`config.mk`:
```
export PLATFORM = sky130hd
export DESIGN_NAME = send_window_ack_tracker_core
export DESIGN_NICKNAME = d
export VERILOG_FILES = /design/src/sv/swat_pkg.sv /design/src/sv/send_window_ack_tracker_core.sv /design/src/sv/swat_input_stage.sv /design/src/sv/swat_state.sv /design/src/sv/swat_output_stage.sv
export SDC_FILE = /design/constraint.sdc
export NUM_CORES = 1
export LEC_CHECK = 0
export BUFFER_PORTS_ARGS = -buffer_cell sky130_fd_sc_hd__buf_2
export CORE_MARGIN = 5
export CORE_UTILIZATION = 34
export DETAILED_ROUTE_END_ITERATION = 16
export GPL_TIMING_DRIVEN = 0
export SLEW_MARGIN = 5
export SYNTH_ARGS = -nofsm -noshare
export SYNTH_HDL_FRONTEND = slang
export SYNTH_SLANG_ARGS = --single-unit
```
`constraint.sdc`:
```
create_clock -name clk -period 16.8 [get_ports clk]
set_input_delay 0.84 -clock clk [delete_from_list [all_inputs] [get_ports clk]]
set_output_delay 0.84 -clock clk [all_outputs]
set_load 0.02 [all_outputs]
```
`src/sv/swat_pkg.sv`:
```
// Shared types and constants for the send window / ack tracker.
// No dependencies; every other file in sv/ refers to this package.
`timescale 1ns / 1ps

package swat_pkg;

  localparam int unsigned SeqWidth  = 32;
  localparam int unsigned SizeWidth = 16;
  localparam int unsigned DupWidth  = 2;

  localparam logic [SeqWidth-1:0] SeqModulus  = 32'hFFFF_FFFF;
  localparam logic [SeqWidth-1:0] WindowReset = 32'd512000;
  localparam logic [SeqWidth-1:0] SeqReset    = 32'd1;
  localparam logic [DupWidth-1:0] DupLimit    = 2'd2;

  typedef enum logic [1:0] {
    CMD_HEADER = 2'd0,
    CMD_SENT   = 2'd1,
    CMD_WRITE  = 2'd2,
    CMD_NONE   = 2'd3
  } cmd_t;

  typedef struct packed {
    logic [1:0]           cmd;
    logic                 ack_flag;
    logic [SeqWidth-1:0]  ack_num;
    logic [SeqWidth-1:0]  adv_window;
    logic [SeqWidth-1:0]  seq_num;
    logic [SizeWidth-1:0] data_size;
  } req_t;

  typedef struct packed {
    logic [SeqWidth-1:0] next_send_seq;
    logic [SeqWidth-1:0] acked_through;
    logic [SeqWidth-1:0] sent_through;
    logic [SeqWidth-1:0] bytes_in_flight;
    logic [SeqWidth-1:0] peer_window_out;
    logic                retransmit;
    logic [SeqWidth-1:0] assigned_seq;
  } rsp_t;

  // handshake between the stages
  typedef struct packed {
    logic advance;  // held transaction moves into the result register this cycle
  } stage_ctl_t;

endpackage

```
`src/sv/send_window_ack_tracker_core.sv`:
```
// Sender-side sequence tracker: cumulative ack, duplicate-ack fast retransmit.
// Top level; depends on swat_pkg, swat_input_stage, swat_state, swat_output_stage.
// One event per clock while nothing stalls: a header, a sent segment or an application
// write enters the input register and is applied to the tracker state at the edge that
// loads its result (the state after the update) into the result register. Throughput
// is one transaction per cycle unless the result channel stalls; the state update is
// combinational 32-bit compares and adds, so each event sees the effect of the one
// before. A stall on the result channel holds the result register; once the input
// register is also occupied the request channel stalls as well.
`timescale 1ns / 1ps

module send_window_ack_tracker_core (
  input  logic           clk,
  input  logic           rst,
  input  logic           req_valid,
  output logic           req_stall,
  input  swat_pkg::req_t req,
  output logic           rsp_valid,
  input  logic           rsp_stall,
  output swat_pkg::rsp_t rsp
);

  swat_pkg::stage_ctl_t ctl;
  swat_pkg::req_t       item;
  swat_pkg::rsp_t       result;
  logic                 free;

  swat_input_stage u_input (
    .clk       (clk),
    .rst       (rst),
    .req_valid (req_valid),
    .req_stall (req_stall),
    .req       (req),
    .free      (free),
    .ctl       (ctl),
    .item      (item)
  );

  swat_state u_state (
    .clk    (clk),
    .rst    (rst),
    .ctl    (ctl),
    .item   (item),
    .result (result)
  );

  swat_output_stage u_output (
    .clk       (clk),
    .rst       (rst),
    .ctl       (ctl),
    .result    (result),
    .free      (free),
    .rsp_valid (rsp_valid),
    .rsp_stall (rsp_stall),
    .rsp       (rsp)
  );

endmodule

```
`src/sv/swat_input_stage.sv`:
```
// Input register for the request channel, with stall toward the sender.
// Depends on swat_pkg.
`timescale 1ns / 1ps

module swat_input_stage (
  input  logic           clk,
  input  logic           rst,
  input  logic           req_valid,
  output logic           req_stall,
  input  swat_pkg::req_t req,
  input  logic           free,
  output swat_pkg::stage_ctl_t ctl,
  output swat_pkg::req_t item
);

  logic valid;

  assign ctl.advance = valid && free;
  // hold only while the held transaction cannot move on
  assign req_stall   = valid && !free;

  always_ff @(posedge clk) begin
    if (rst) begin
      valid <= 1'b0;
    end else if (!req_stall) begin
      valid <= req_valid;
    end
  end

  always_ff @(posedge clk) begin
    if (!req_stall && req_valid) begin
      item <= req;
    end
  end

endmodule

```
`src/sv/swat_state.sv`:
```
// Tracker state registers and the per-event update logic.
// Depends on swat_pkg. Produces the result for the item being retired.
`timescale 1ns / 1ps

module swat_state (
  input  logic                 clk,
  input  logic                 rst,
  input  swat_pkg::stage_ctl_t ctl,
  input  swat_pkg::req_t       item,
  output swat_pkg::rsp_t       result
);

  localparam int unsigned W  = swat_pkg::SeqWidth;
  localparam int unsigned DW = swat_pkg::DupWidth;

  logic [W-1:0]  last_acked, last_acked_next;
  logic [W-1:0]  last_sent, last_sent_next;
  logic [W-1:0]  next_to_send, next_to_send_next;
  logic [W-1:0]  next_write_seq, next_write_seq_next;
  logic [W-1:0]  in_flight, in_flight_next;
  logic [W-1:0]  peer_window, peer_window_next;
  logic [DW-1:0] dup_count, dup_count_next;
  logic [W-1:0]  dup_ack_value, dup_ack_value_next;

  logic [W-1:0]  acked;
  logic [DW-1:0] dup_inc;
  logic [W-1:0]  size_ext;
  logic [W-1:0]  seg_end;
  logic [W-1:0]  seg_next;
  logic [W-1:0]  write_sum;
  logic          rewind;
  logic [W-1:0]  given;

  assign acked     = item.ack_num - W'(1);
  assign dup_inc   = dup_count + DW'(1);
  assign size_ext  = W'(item.data_size);
  assign seg_next  = item.seq_num + size_ext;
  assign seg_end   = seg_next - W'(1);
  assign write_sum = next_write_seq + size_ext;

  always_comb begin
    last_acked_next     = last_acked;
    last_sent_next      = last_sent;
    next_to_send_next   = next_to_send;
    next_write_seq_next = next_write_seq;
    in_flight_next      = in_flight;
    peer_window_next    = peer_window;
    dup_count_next      = dup_count;
    dup_ack_value_next  = dup_ack_value;
    rewind              = 1'b0;
    given               = '0;
    case (item.cmd)
      swat_pkg::CMD_HEADER: begin
        peer_window_next = item.adv_window;
        if (item.ack_flag) begin
          if (last_acked < acked) begin
            in_flight_next     = in_flight - (acked - last_acked);
            last_acked_next    = acked;
            dup_count_next     = '0;
            dup_ack_value_next = item.ack_num;
          end else if (dup_ack_value == item.ack_num) begin
            // third identical ack: rewind to it
            if (dup_inc >= swat_pkg::DupLimit) begin
              dup_count_next    = '0;
              next_to_send_next = item.ack_num;
              rewind            = 1'b1;
            end else begin
              dup_count_next = dup_inc;
            end
          end else begin
            dup_ack_value_next = item.ack_num;
            dup_count_next     = '0;
          end
        end
      end
      swat_pkg::CMD_SENT: begin
        if (seg_end > last_sent) begin
          last_sent_next = seg_end;
          in_flight_next = in_flight + size_ext;
        end
        if (item.seq_num == next_to_send) begin
          next_to_send_next = seg_next;
        end
      end
      swat_pkg::CMD_WRITE: begin
        given = next_write_seq;
        // sum wraps modulo 2^32; only the all-ones value then folds to zero
        next_write_seq_next = (write_sum == swat_pkg::SeqModulus) ? '0 : write_sum;
      end
      default: begin
      end
    endcase
  end

  always_comb begin
    result.next_send_seq   = next_to_send_next;
    result.acked_through   = last_acked_next;
    result.sent_through    = last_sent_next;
    result.bytes_in_flight = in_flight_next;
    result.peer_window_out = peer_window_next;
    result.retransmit      = rewind;
    result.assigned_seq    = given;
  end

  always_ff @(posedge clk) begin
    if (rst) begin
      last_acked     <= '0;
      last_sent      <= '0;
      next_to_send   <= swat_pkg::SeqReset;
      next_write_seq <= swat_pkg::SeqReset;
      in_flight      <= '0;
      peer_window    <= swat_pkg::WindowReset;
      dup_count      <= '0;
      dup_ack_value  <= '0;
    end else if (ctl.advance) begin
      last_acked     <= last_acked_next;
      last_sent      <= last_sent_next;
      next_to_send   <= next_to_send_next;
      next_write_seq <= next_write_seq_next;
      in_flight      <= in_flight_next;
      peer_window    <= peer_window_next;
      dup_count      <= dup_count_next;
      dup_ack_value  <= dup_ack_value_next;
    end
  end

endmodule

```
`src/sv/swat_output_stage.sv`:
```
// Result register for the response channel.
// Depends on swat_pkg.
`timescale 1ns / 1ps

module swat_output_stage (
  input  logic                 clk,
  input  logic                 rst,
  input  swat_pkg::stage_ctl_t ctl,
  input  swat_pkg::rsp_t       result,
  output logic                 free,
  output logic                 rsp_valid,
  input  logic                 rsp_stall,
  output swat_pkg::rsp_t       rsp
);

  // register can take a new result when empty or being drained this cycle
  assign free = !rsp_valid || !rsp_stall;

  always_ff @(posedge clk) begin
    if (rst) begin
      rsp_valid <= 1'b0;
    end else if (free) begin
      rsp_valid <= ctl.advance;
    end
  end

  always_ff @(posedge clk) begin
    if (ctl.advance) begin
      rsp <= result;
    end
  end

endmodule
```
== Word level (Yosys, flattened, before mapping) ==
Index checks and enable logic that the tools add are counted.
Cells by class
  add/sub/neg operators: 8
  multipliers: 0
  divide/modulo/power cells: 0
  order comparisons: 3
  equality and inequality tests: 6
  shifts and indexed selects: 0
  mux-type cells: 23
  bitwise logic cells: 3
  reductions and logical operators: 13
Operator list (number)
  32-bit two-way mux: 17
  32-bit one-hot mux with 2 select lines: 2
  32-bit by 16-bit adder with 32-bit output: 3
  32-bit == test: 2
  32-bit by 1-bit subtractor with 32-bit output (second input constant): 2
  32-bit subtractor: 2
  32-bit == test (second input constant): 1
  32-bit > comparator: 1
  32-bit less-than comparator: 1
  2-bit two-way mux: 3
  1-bit zero test: 4
  4-bit AND reduction: 1
  4-bit OR reduction: 1
  1-bit logical AND: 3
  1-bit NOT: 3
  3-bit AND reduction: 1
  2-bit by 1-bit adder with 2-bit output (second input constant): 1
  2-bit by 1-bit == test with 1-bit output (second input constant): 1
  2-bit == test (second input constant): 1
  2-bit greater-or-equal comparator (second input constant): 1
  2-bit zero test: 1
  2-bit by 1-bit != test with 1-bit output (second input constant): 1
  2-bit AND reduction: 1
  1-bit logical OR: 1
  1-bit two-way mux: 1
Storage, ports and cells
  flip-flop bits (word level): 536
  latch bits: 0
  memory bits (writable): 0
  ROM bits: 0
  bits of input ports: 119
  logic and storage cells: 79
  memories: 0

== Longest topological paths before layout ==
Gate-level depths: netlist of the first run.
  depth in word-level cells: 7
  gate-level depth with buffers: 25

== Cells and area by module ==
Synthesis of the first run repeated with hierarchy kept, for this count alone.
Unflattened totals
  cell total of the unflattened synthesis: 2914
  area total of the unflattened synthesis: 29189.2 µm²
Modules (own cells, without submodules)
  swat_state: instances 1, cells an instance 2597, area each 19851.5 µm², seq. area each 4524.3 µm²
  swat_output_stage: instances 1, cells an instance 197, area each 5828.1 µm², seq. area each 5815.6 µm²
  swat_input_stage: instances 1, cells an instance 120, area each 3509.6 µm², seq. area each 3473.3 µm²

== Worst setup path after synthesis of the first run ==
No wires, ideal clock.
  path type: input port to flip-flop
  from: in rsp_stall
  to: reg u_output.rsp[0] (netlist name)
  setup time: 0.633 ns
  arrival time: 6.866 ns
  required time: 16.167 ns
  setup slack: 9.301 ns
  stages: 5
  path buffers: 2
  path through: nand2_1 -> nand2_1 -> inv_2 -> buf_1 -> clkbuf_1
On the way
  longest elaborated chain between the ends: 3
RTL lines
  start, declared: line send_window_ack_tracker_core.sv:19  | input logic rsp_stall,
  1-bit zero test: line swat_output_stage.sv:17  | assign free = !rsp_valid || !rsp_stall;
  1-bit logical OR: line swat_output_stage.sv:17
  1-bit logical AND: line swat_input_stage.sv:18  | assign ctl.advance = valid && free;
  named net ctl: line send_window_ack_tracker_core.sv:23  | swat_pkg::stage_ctl_t ctl;
The timed path passes the listed nets, and every way through them passes these cells.
A chain may end at the register's enable or synchronous reset.

==> flow_summary.ini, run 1 <==
[run_status]
status = finished, final reports clean

[cells_and_area]
final-seq-area_sq_um = 13810
final_cell_area_sq_um = 34980
diodes = 0
drive_gt1_frac = 0.1483
nFillCells = 8560
syn2layout_area_growth_pct = 17.91
nNetsFinal = 3664
layoutNonFillerInstCount = 4573
multi_input_area_sq_um = 14910

[grt]
grt_pass1_wl_um = 156900
grt_overflow = 0
grt_max_degree = 62
grt_pass1_vias = 23940
antenna_found_initial = 6
grt_usage = 0.2202

[floorplanning]
die_h_um = 305.4
die_w_um = 305.4
die_area_sq_um = 93280
io-pin-count = 314
start_util = 0.3420
core_sq_um = 86750
rows = 108

[synthesis]
synth_cells = 2982
async_flop_share = 0
seq_area_frac_synth = 0.4655
syn_area_sq_um = 29670
ys.flop_type = edfxtp_1
synthTopCellsByCount = 326 x nand2_1, 308 x edfxtp_1, 269 x nor2_1, 228 x dfxtp_1, 157 x a21oi_1
synth.avg_cell_area_sq_um = 9.950
synth.most_common_cell = nand2_1
yosysWarnings = 0
synth_area_leaders = edfxtp_1 31%, dfxtp_1 15%, ha_1 6.2%
synth.net_count = 3281
synth_top_area_share = 0.3117
synth.largest_area_cell = edfxtp_1
synth_edf_count = 308
yosys.cell_types.count = 99
ys_ff_latch = 536

[detailed_routing]
drc = 0
dr.pass1.iters = 5
vias = 25030
via_per_inst = 5.473
wl_per_cell_um = 23.44
wirelength_um = 107200
drtIter0Drc = 2271
ant_nets = 0

[min_path]
holdCritPathClass = in -> reg

[pwr]
leakagePower_nw = 13.76
powerDensity_nw_per_um2 = 99.25
switching_share = 0.2902
p_seq_frac = 0.435
power.switching_w = 0.001008
power.internal_w = 0.002464
peakVddDrop_uv = 71.95
pwr-share-clk = 0.407
combinationalPowerShare = 0.158

[critical_path]
r2r-end = u_output.rsp[110]$_DFFE_PP_
cp.required_ns = 17.19
end_kind = flop
worstSetupEndpoint = u_output.rsp[110]$_DFFE_PP_
crit_path_max_fanout = 10
reg2reg_from = u_input.item[0]$_DFFE_PP_
startpoint = u_input.item[0]$_DFFE_PP_
crit_type = reg -> reg
rr_worst_depth = 24
worstSetupStartpointType = flop
cp.arrival_ns = 9.40
reg2reg_slack_ns = 7.79

[timing]
slew_headroom = 0.1447
fin_hold_ws_ns = 0.3110
post-route-period-util = 0.5361
final_max_slew_viol_count = 0
layout_setup_ws_ns = 7.794
setup_tns_ns = 0
finalHoldViolations = 0
fmaxAchievable_ghz = 0.1110
setup_viol = 0
fin_crit_ns = 9.006
clock_skew_ns = 0.08336
worst_pin_slew_ns = 1.271
rsz0062_at_grt = no

[placed_design]
place_ws_ns = 8.005
gp_routability_congestion = 0.9516
place_area_sq_um = 32870
hpwl_um = 83640
portBuffers = 312
placed_cells_incl_taps = 4457

[clock_network]
cts.htree.levels = 2
cts_resized = 0
cts_tree = done
post_cts_buffers = 0
cts_sinks = 536
clk_path_buf_depth = 3
numCtsBuffers = 61
clkSlewWorstSetupHoldPaths_ns = 0.06
ctsHoldBuffers = 0
cts_root_buf = clkbuf_16
insertion_delay_ns = 0.70

[run]
drv_cap = 0
==> critical path: stages (launching register included) <==
cell and delay [ns]:
edfxtp_1 0.60, ha_1 0.36, inv_1 0.08, fa_1 0.47, nor2b_4 0.17, o31a_1 0.25
o2111ai_1 0.34, a31oi_1 0.38, o211ai_1 0.20, nand4b_2 0.32, or4_1 0.56, clkbuf_1 0.21
nor4_1 0.45, nor2_1 0.09, ha_1 0.31, nand4_1 0.13, nor4_1 1.05, nand3_1 0.37
inv_1 0.27, nor3_1 0.10, nand2b_1 0.09, buf_1 0.39, clkbuf_1 0.70, buf_1 0.53
o21ai_0 0.28
==> per-layer routing <==
metal  up-vias  wire (um)  GRT usage
met2       971      48600     0.3544
met1     12070      46810     0.3008
li1      11790          -          -
met5         -         13          0
met3       192       7807    0.04092
met4         2       3970    0.07402
==> power groups by stage <==
stage / sequential, W / combinational, W / clock, W
after global routing: 0.00152 / 0.000596 / 0.00150
final: 0.00151 / 0.000548 / 0.00141
after floorplan: 0.00155 / 0.000329 / 0
after global placement: 0.00155 / 0.000531 / 0
after CTS: 0.00151 / 0.000543 / 0.00144
after detailed placement: 0.00154 / 0.000539 / 0
==> cells in the final DEF (no fill, tap or decap), drive strengths merged, types with 10 or more instances in the layout <==
cell type  count
o21a          55
dfxtp        228
a221o         27
or2           12
o211ai        24
xnor2        114
nand2b        10
a21oi        159
nand3         55
a31oi         23
xor2          76
and3          34
buf          350
mux2i         42
a21o          59
nor3          93
mux2          22
o21bai        15
inv          102
or3           20
ha           146
and4          15
a211oi        65
edfxtp       308
nor4          39
a22o          15
a2111oi       13
nand2        326
fa            34
o21ai        145
nor2b         17
nor2         269
clkbuf       199
o31ai         23
clkinv        20
and2          55
nand4         36
==> logic make-up after synthesis <==
logic type      after synthesis  synth area share
mux                          64           0.02252
simple gates               1015            0.1624
compound gates              748            0.1758
flops                       536            0.4655
buf+inv                     249           0.03264
fa+ha+maj                   180           0.08451
xor+xnor                    190           0.05659
==> cell type report <==
class	instances	share of cell area
plain buffers	151	0.01727
clock buffers	78	0.04660
clock inverters	38	0.01388
inverters	98	0.01052
multi-input cells	2197	0.4262
flip-flops and latches	536	0.3948
well taps	1155	0.04131
repair buffers	320	0.04939
==> stage by stage <==
stage,utilization,power (W)
finish,0.4033,0.003472
global route,0.4033,0.003608
CTS,0.4033,0.003496
detailed placement,0.3789,0.002079
global placement,0.3767,0.002084
floorplan,-,0.001881
==> flip-flops by register name, indices dropped and copies added (netlist names) <==
name,cells
u_input.item,115
u_input.valid,1
u_output.rsp,193
u_output.rsp_valid,1
u_state.dup_ack_value,32
u_state.dup_count,2
u_state.in_flight,32
u_state.last_acked,32
u_state.last_sent,32
u_state.next_to_send,32
u_state.next_write_seq,32
u_state.peer_window,32
==> how the worst min path moves through the flow <==
stage / startpoint / to / slack (ns) / cells past startpoint
4_1_cts: req[36] / u_input.item[36]$_DFFE_PP_ / 0.28 / 1
5_1_grt: req[34] / u_input.item[34]$_DFFE_PP_ / 0.29 / 1
3_5_place_dp: u_state.last_sent[9]$_SDFFE_PP0P_ / u_state.last_sent[9]$_SDFFE_PP0P_ / 0.45 / 2
3_3_place_gp: u_state.last_sent[9]$_SDFFE_PP0P_ / u_state.last_sent[9]$_SDFFE_PP0P_ / 0.44 / 2
2_1_floorplan: u_state.dup_count[1]$_SDFFE_PP0P_ / u_state.dup_count[1]$_SDFFE_PP0P_ / 0.43 / 2
6_report: req[36] / u_input.item[36]$_DFFE_PP_ / 0.31 / 1
(Power assumes the default switching activity.)
==> inputs of run 2 (changes only) <==
==> constraint.sdc (replaced) <==
create_clock -name clk -period 8.5 [get_ports clk]
set_input_delay 0.425 -clock clk [delete_from_list [all_inputs] [get_ports clk]]
set_output_delay 0.425 -clock clk [all_outputs]
set_load 0.02 [all_outputs]
==> flow_summary.ini, run 2 (synthesized netlist as in run 1, its figures left out) <==
[placed_design]
placed_cells_incl_taps = 4457
gp_routability_congestion = 0.9516
place_ws_ns = -0.2946
portBuffers = 312
hpwl_um = 83640

[detailed_routing]
vias = 25520
drc = 0
wirelength_um = 108100
ant_nets = 0
drtIter0Drc = 2202
dr.pass1.iters = 6
wl_per_cell_um = 23.05
via_per_inst = 5.441

[floorplanning]
io-pin-count = 314
die_area_sq_um = 93280
die_h_um = 305.4
core_sq_um = 86750
die_w_um = 305.4
start_util = 0.3420
rows = 108

[pwr]
powerDensity_nw_per_um2 = 190.9
p_seq_frac = 0.433
peakVddDrop_uv = 142.6
combinationalPowerShare = 0.163
switching_share = 0.2895
power.internal_w = 0.004906
pwr-share-clk = 0.404
power.switching_w = 0.001999
leakagePower_nw = 14.27

[critical_path]
crit_type = reg -> reg
path_cells = ha_1 -> inv_1 -> fa_1 -> nor2b_4 -> o31a_1 -> o2111ai_1 -> a31oi_1 -> o211ai_1 -> nand4b_2 -> or4_1 -> clkbuf_1 -> nor4_1 -> nor2_1 -> ha_1 -> nand4_1 -> nor4_4 -> nand3_1 -> inv_1 -> nor3_1 -> nand2b_1 -> buf_1 -> clkbuf_2 -> buf_1 -> o21ai_0
crit_path_max_fanout = 10
cp.arrival_ns = 8.52
worstSetupStartpointType = flop
end_kind = flop
cp.required_ns = 8.88
critical_path.max_stage_delay_ns = 0.61
slowest_stage = edfxtp_1

[timing]
rsz0062_at_grt = no
fmaxAchievable_ghz = 0.1229
slew_headroom = 0.2301
post-route-period-util = 0.9573
fin_hold_ws_ns = 0.03313
fin_crit_ns = 8.137
setup_viol = 0
layout_setup_ws_ns = 0.3631
clock_skew_ns = 0.08309
setup_tns_ns = 0
worst_pin_slew_ns = 1.155
final_max_slew_viol_count = 0
finalHoldViolations = 0

[grt]
use_met3 = 0.03939
grt_pass1_wl_um = 158900
grt_max_degree = 62
met1_usage = 0.3028
grt_usage = 0.2222
antenna_found_initial = 5
met2_usage = 0.3569
grt_pass1_vias = 24520
top_usage_layer = met2
grt_overflow = 0

[clock_network]
cts.htree.levels = 2
cts_root_buf = clkbuf_16
clkSlewWorstSetupHoldPaths_ns = 0.06
cts_tree = done
cts_sinks = 536
clk_path_buf_depth = 3
insertion_delay_ns = 0.70
numCtsBuffers = 61
post_cts_buffers = 0

[run_status]
status = finished, final reports clean

[cells_and_area]
largest_register_ff_count = 193
layoutNonFillerInstCount = 4690
final_common_cell = nand2_1
drive_gt1_frac = 0.1449
post-route-util = 0.4169
reg_top3 = u_output.rsp: 193 flops, u_input.item: 115 flops
final_cell_mix = 326 x nand2_1, 324 x buf_2, 308 x edfxtp_1
regMostFlops = u_output.rsp
syn2layout_area_growth_pct = 21.90
nNetsFinal = 3780
nFillCells = 8441

[min_path]
holdCritPathClass = in -> reg

[run]
drv_cap = 0
## run 2: cell types whose count changed in the layout (fill, tap and decap cells not counted)
cell / change
diode_2: +1
buf_1: -1
clkbuf_1: -2
a21oi_1: -1
clkbuf_2: +3
a21oi_2: +1
nor4_4: +1
nor4_1: -1
dlygate4sd3_1: +116
## run 2: worst max-delay path: cells and delay by family (launching register included)
kind,cells,cell delay (ns)
adders and majority gates,3,1.14
DFF,1,0.61
buffers and inverters,6,1.86
and+or+nand+nor,10,2.72
AOI/OAI and AO/OA,5,1.49
## run 2: what timing repair did
action | 4_1_cts | 5_1_grt
resized for setup | 1 | 7
setup endpoints to repair | 28 | 35
cloned | 0 | 0
hold buffers | 116 | 0
endpoints found under the hold margin | 116 | 0
## run 2: path summary, 6_finish.rpt
path / start / to / slack, ns / cells after the start
worst max-delay path: u_input.item[0]$_DFFE_PP_ / u_output.rsp[110]$_DFFE_PP_ / 0.36 / 24
worst min-delay path: rsp_stall / u_output.rsp_valid$_SDFFE_PP0N_ / 0.03 / 3
worst max register to register: u_input.item[0]$_DFFE_PP_ / u_output.rsp[110]$_DFFE_PP_ / 0.36 / 24
worst min register to register: u_state.last_sent[9]$_SDFFE_PP0P_ / u_state.last_sent[9]$_SDFFE_PP0P_ / 0.46 / 2
## run 2: cell type report
class                           count  area, sq um  area share
Sequential cell                   536        13810      0.3819
Inverter                           98        367.9     0.01017
Multi-Input combinational cell   2197        14930      0.4127
Clock buffer                       78         1630     0.04507
Antenna cell                        1        2.502  0.00006918
Clock inverter                     38        485.5     0.01342
Buffer                            151        608.1     0.01681
Timing Repair Buffer              436         2889     0.07987
Tap cell                         1155         1445     0.03995
## run 2: layer usage
layer,share of wire,vias up
met1,0.43,12280
met5,0.00012,-
li1,-,12030
met2,0.45,1004
met4,0.040,2
met3,0.073,197
## run 2: metrics by stage
stage | cell area [sq um] | power, W
floorplan | 29670 | 0.003717
global placement | 32680 | 0.004119
detailed placement | 32870 | 0.004110
CTS | 36150 | 0.006952
global route | 36170 | 0.007174
finish | 36170 | 0.006904
## run 2: power by group through the flow
stage | Clock (W) | Combinational [W] | Sequential, W
floorplan | 0 | 0.000650 | 0.00307
global placement | 0 | 0.00105 | 0.00307
detailed placement | 0 | 0.00107 | 0.00304
CTS | 0.00285 | 0.00111 | 0.00299
global route | 0.00295 | 0.00122 | 0.00300
finish | 0.00279 | 0.00113 | 0.00299
==> inputs of run 3 (changes only) <==
--- a/config.mk
+++ b/config.mk
@@ -5,11 +5,13 @@
 export SDC_FILE = /design/constraint.sdc
 export NUM_CORES = 1
 export LEC_CHECK = 0
+export ABC_AREA = 1
 export BUFFER_PORTS_ARGS = -buffer_cell sky130_fd_sc_hd__buf_2
 export CORE_MARGIN = 5
-export CORE_UTILIZATION = 34
+export CORE_UTILIZATION = 60
 export DETAILED_ROUTE_END_ITERATION = 16
 export GPL_TIMING_DRIVEN = 0
+export PLACE_DENSITY = 0.81
 export SLEW_MARGIN = 5
 export SYNTH_ARGS = -nofsm -noshare
 export SYNTH_HDL_FRONTEND = slang
==> flow_summary.ini, run 3 <==
[run_status]
status = finished, final reports clean

[timing]
slew_headroom = 0.2206
fin_crit_ns = 6.337
post-route-period-util = 0.7455
fmaxAchievable_ghz = 0.1578
setup_viol = 0
clock_skew_ns = 0.07628
worst_pin_slew_ns = 1.169
rsz0062_at_grt = no
finalHoldViolations = 0
final_max_slew_viol_count = 0
layout_setup_ws_ns = 2.163

[synthesis]
synth.most_common_cell = nand2_1
ys.flop_type = edfxtp_1
synthTopCellsByCount = 977 x nand2_1, 555 x inv_1, 398 x nor2_1, 328 x nand3_1, 311 x a21oi_1
synth_area_leaders = edfxtp_1 28%, dfxtp_1 14%, nand2_1 11%
seq_area_frac_synth = 0.4218
synth.avg_cell_area_sq_um = 7.663
synth.net_count = 4572
synth_cells = 4273
synth.largest_area_cell = edfxtp_1
yosysWarnings = 0
ys_ff_latch = 536
async_flop_share = 0
synth_top_area_share = 0.2825
syn_area_sq_um = 32750
synth_edf_count = 308
yosys.cell_types.count = 54

[clock_network]
clkSlewWorstSetupHoldPaths_ns = 0.07
cts_sinks = 536
cts_resized = 0
cts_root_buf = clkbuf_16
clk_path_buf_depth = 3
numCtsBuffers = 55
cts.htree.levels = 2
insertion_delay_ns = 0.68
post_cts_buffers = 0
cts_tree = done

[grt]
grt_usage = 0.3752
grt_pass1_wl_um = 174400
grt_max_degree = 89
grt_overflow = 0
antenna_found_initial = 3
grt_pass1_vias = 30540

[critical_path]
cp.arrival_ns = 6.71
cp.required_ns = 8.87
rr_worst_depth = 31
critical_path.max_stage_delay_ns = 0.57
crit_top_cell = nand2_1
crit_buf_inv = 5
crit_family = simple AND/OR/NAND/NOR gates
crit_type = reg -> reg
crit_path_max_fanout = 10
end_kind = flop
worstSetupStartpointType = flop
slowest_stage = nor4_1
cp.depth = 31

[detailed_routing]
drc = 0
ant_nets = 0
via_per_inst = 5.811
wl_per_cell_um = 20.86
drtIter0Drc = 3559
dr.pass1.iters = 6
wirelength_um = 114900
vias = 32000

[floorplanning]
die_w_um = 243.6
die_area_sq_um = 59350
core_sq_um = 53920
rows = 85
die_h_um = 243.6
io-pin-count = 314
start_util = 0.6073

[placed_design]
place_area_sq_um = 35300
portBuffers = 312
place_ws_ns = 2.272
gp_routability_congestion = 0.9947
hpwl_um = 85430

[cells_and_area]
largest_register_ff_count = 193
nNetsFinal = 5060
syn2layout_area_growth_pct = 17.27
reg_top3 = u_output.rsp: 193 flops, u_input.item: 115 flops
final_common_cell = nand2_1
drive_gt1_frac = 0.1096
regMostFlops = u_output.rsp
final_cell_area_sq_um = 38400
post-route-util = 0.7122
final_cell_mix = 977 x nand2_1, 554 x inv_1, 398 x nor2_1
nFillCells = 4301

[pwr]
leakagePower_nw = 17.72
peakVddDrop_uv = 202.3
powerDensity_nw_per_um2 = 190.9

[min_path]
hold_depth = 3
holdCritPathClass = in -> reg

[run]
drv_cap = 0
## run 3: power breakdown
part	switching [W]	leakage (nW)	internal (W)	total (W)
logic	0.00110	11.9	0.000528	0.00163
registers	0.000142	4.86	0.00292	0.00306
clock network	0.00113	0.924	0.00150	0.00264
## run 3: per-stage QoR
step / TNS (ns) / hold slack (ns) / total power, W / instances
floorplan: 0 / 0.4268 / 0.004123 / 4273
global placement: -390.93 / 0.4390 / 0.004617 / 5281
detailed placement: 0 / 0.4419 / 0.004626 / 5285
CTS: 0 / 0.05432 / 0.007247 / 5503
global route: 0 / 0.1347 / 0.007620 / 5503
finish: 0 / 0.1455 / 0.007331 / 5507
## run 3: worst paths after layout
kind                            slack [ns]                               from                                 to
worst min register to register        0.45  u_state.dup_count[1]$_SDFFE_PP0P_  u_state.dup_count[1]$_SDFFE_PP0P_
worst max-delay path                  2.16          u_input.item[0]$_DFFE_PP_        u_output.rsp[119]$_DFFE_PP_
worst min-delay path                  0.15                          rsp_stall    u_output.rsp_valid$_SDFFE_PP0N_
worst max register to register        2.16          u_input.item[0]$_DFFE_PP_        u_output.rsp[119]$_DFFE_PP_
## run 3: layer usage
metal | share of wire | global-route usage | wire length (um) | vias to the layer above
met5 | 0 | 0 | 0 | -
met4 | 0.057 | 0.1834 | 6580 | 0
met3 | 0.11 | 0.07069 | 12380 | 342
met2 | 0.45 | 0.5985 | 51300 | 1865
met1 | 0.39 | 0.4957 | 44600 | 14690
li1 | - | - | - | 15100
## run 3: area by class of cell
cell class	instances	area, sq um	share of cell area
timing repair buffer	431	2823	0.07351
tap	696	870.8	0.02268
sequential	536	13810	0.3597
buffer	147	581.8	0.01515
inverter	570	2145	0.05585
clock inverter	32	486.7	0.01267
antenna	4	10.01	0.0002607
clock buffer	71	1456	0.03793
multi-input combinational	3020	16210	0.4222
## run 3: repair_timing
| item | CTS | global route |
|---|---|---|
| endpoints found under the hold margin | 115 | 0 |
| hold buffers | 115 | 0 |
| endpoints found under the setup margin | 0 | 0 |
## run 3: logic make-up (layout without fill, tap and decap cells)
group / Yosys count / after routing / synth area share
simple gates: 1939 / 1939 / 0.2549
compound gates: 740 / 740 / 0.1194
buf+inv: 717 / 1251 / 0.08299
flops: 536 / 536 / 0.4218
fa+ha+maj: 180 / 180 / 0.07657
xor+xnor: 161 / 161 / 0.04432
other cells: 0 / 4 / 0
## run 3: worst reg2reg max path, delay by kind of cell (launching register included)
| kind | cells | cell delay, ns |
|---|---|---|
| adders and majority gates | 3 | 0.95 |
| and+or+nand+nor | 23 | 3.77 |
| buffers and inverters | 5 | 0.88 |
| DFF | 1 | 0.51 |
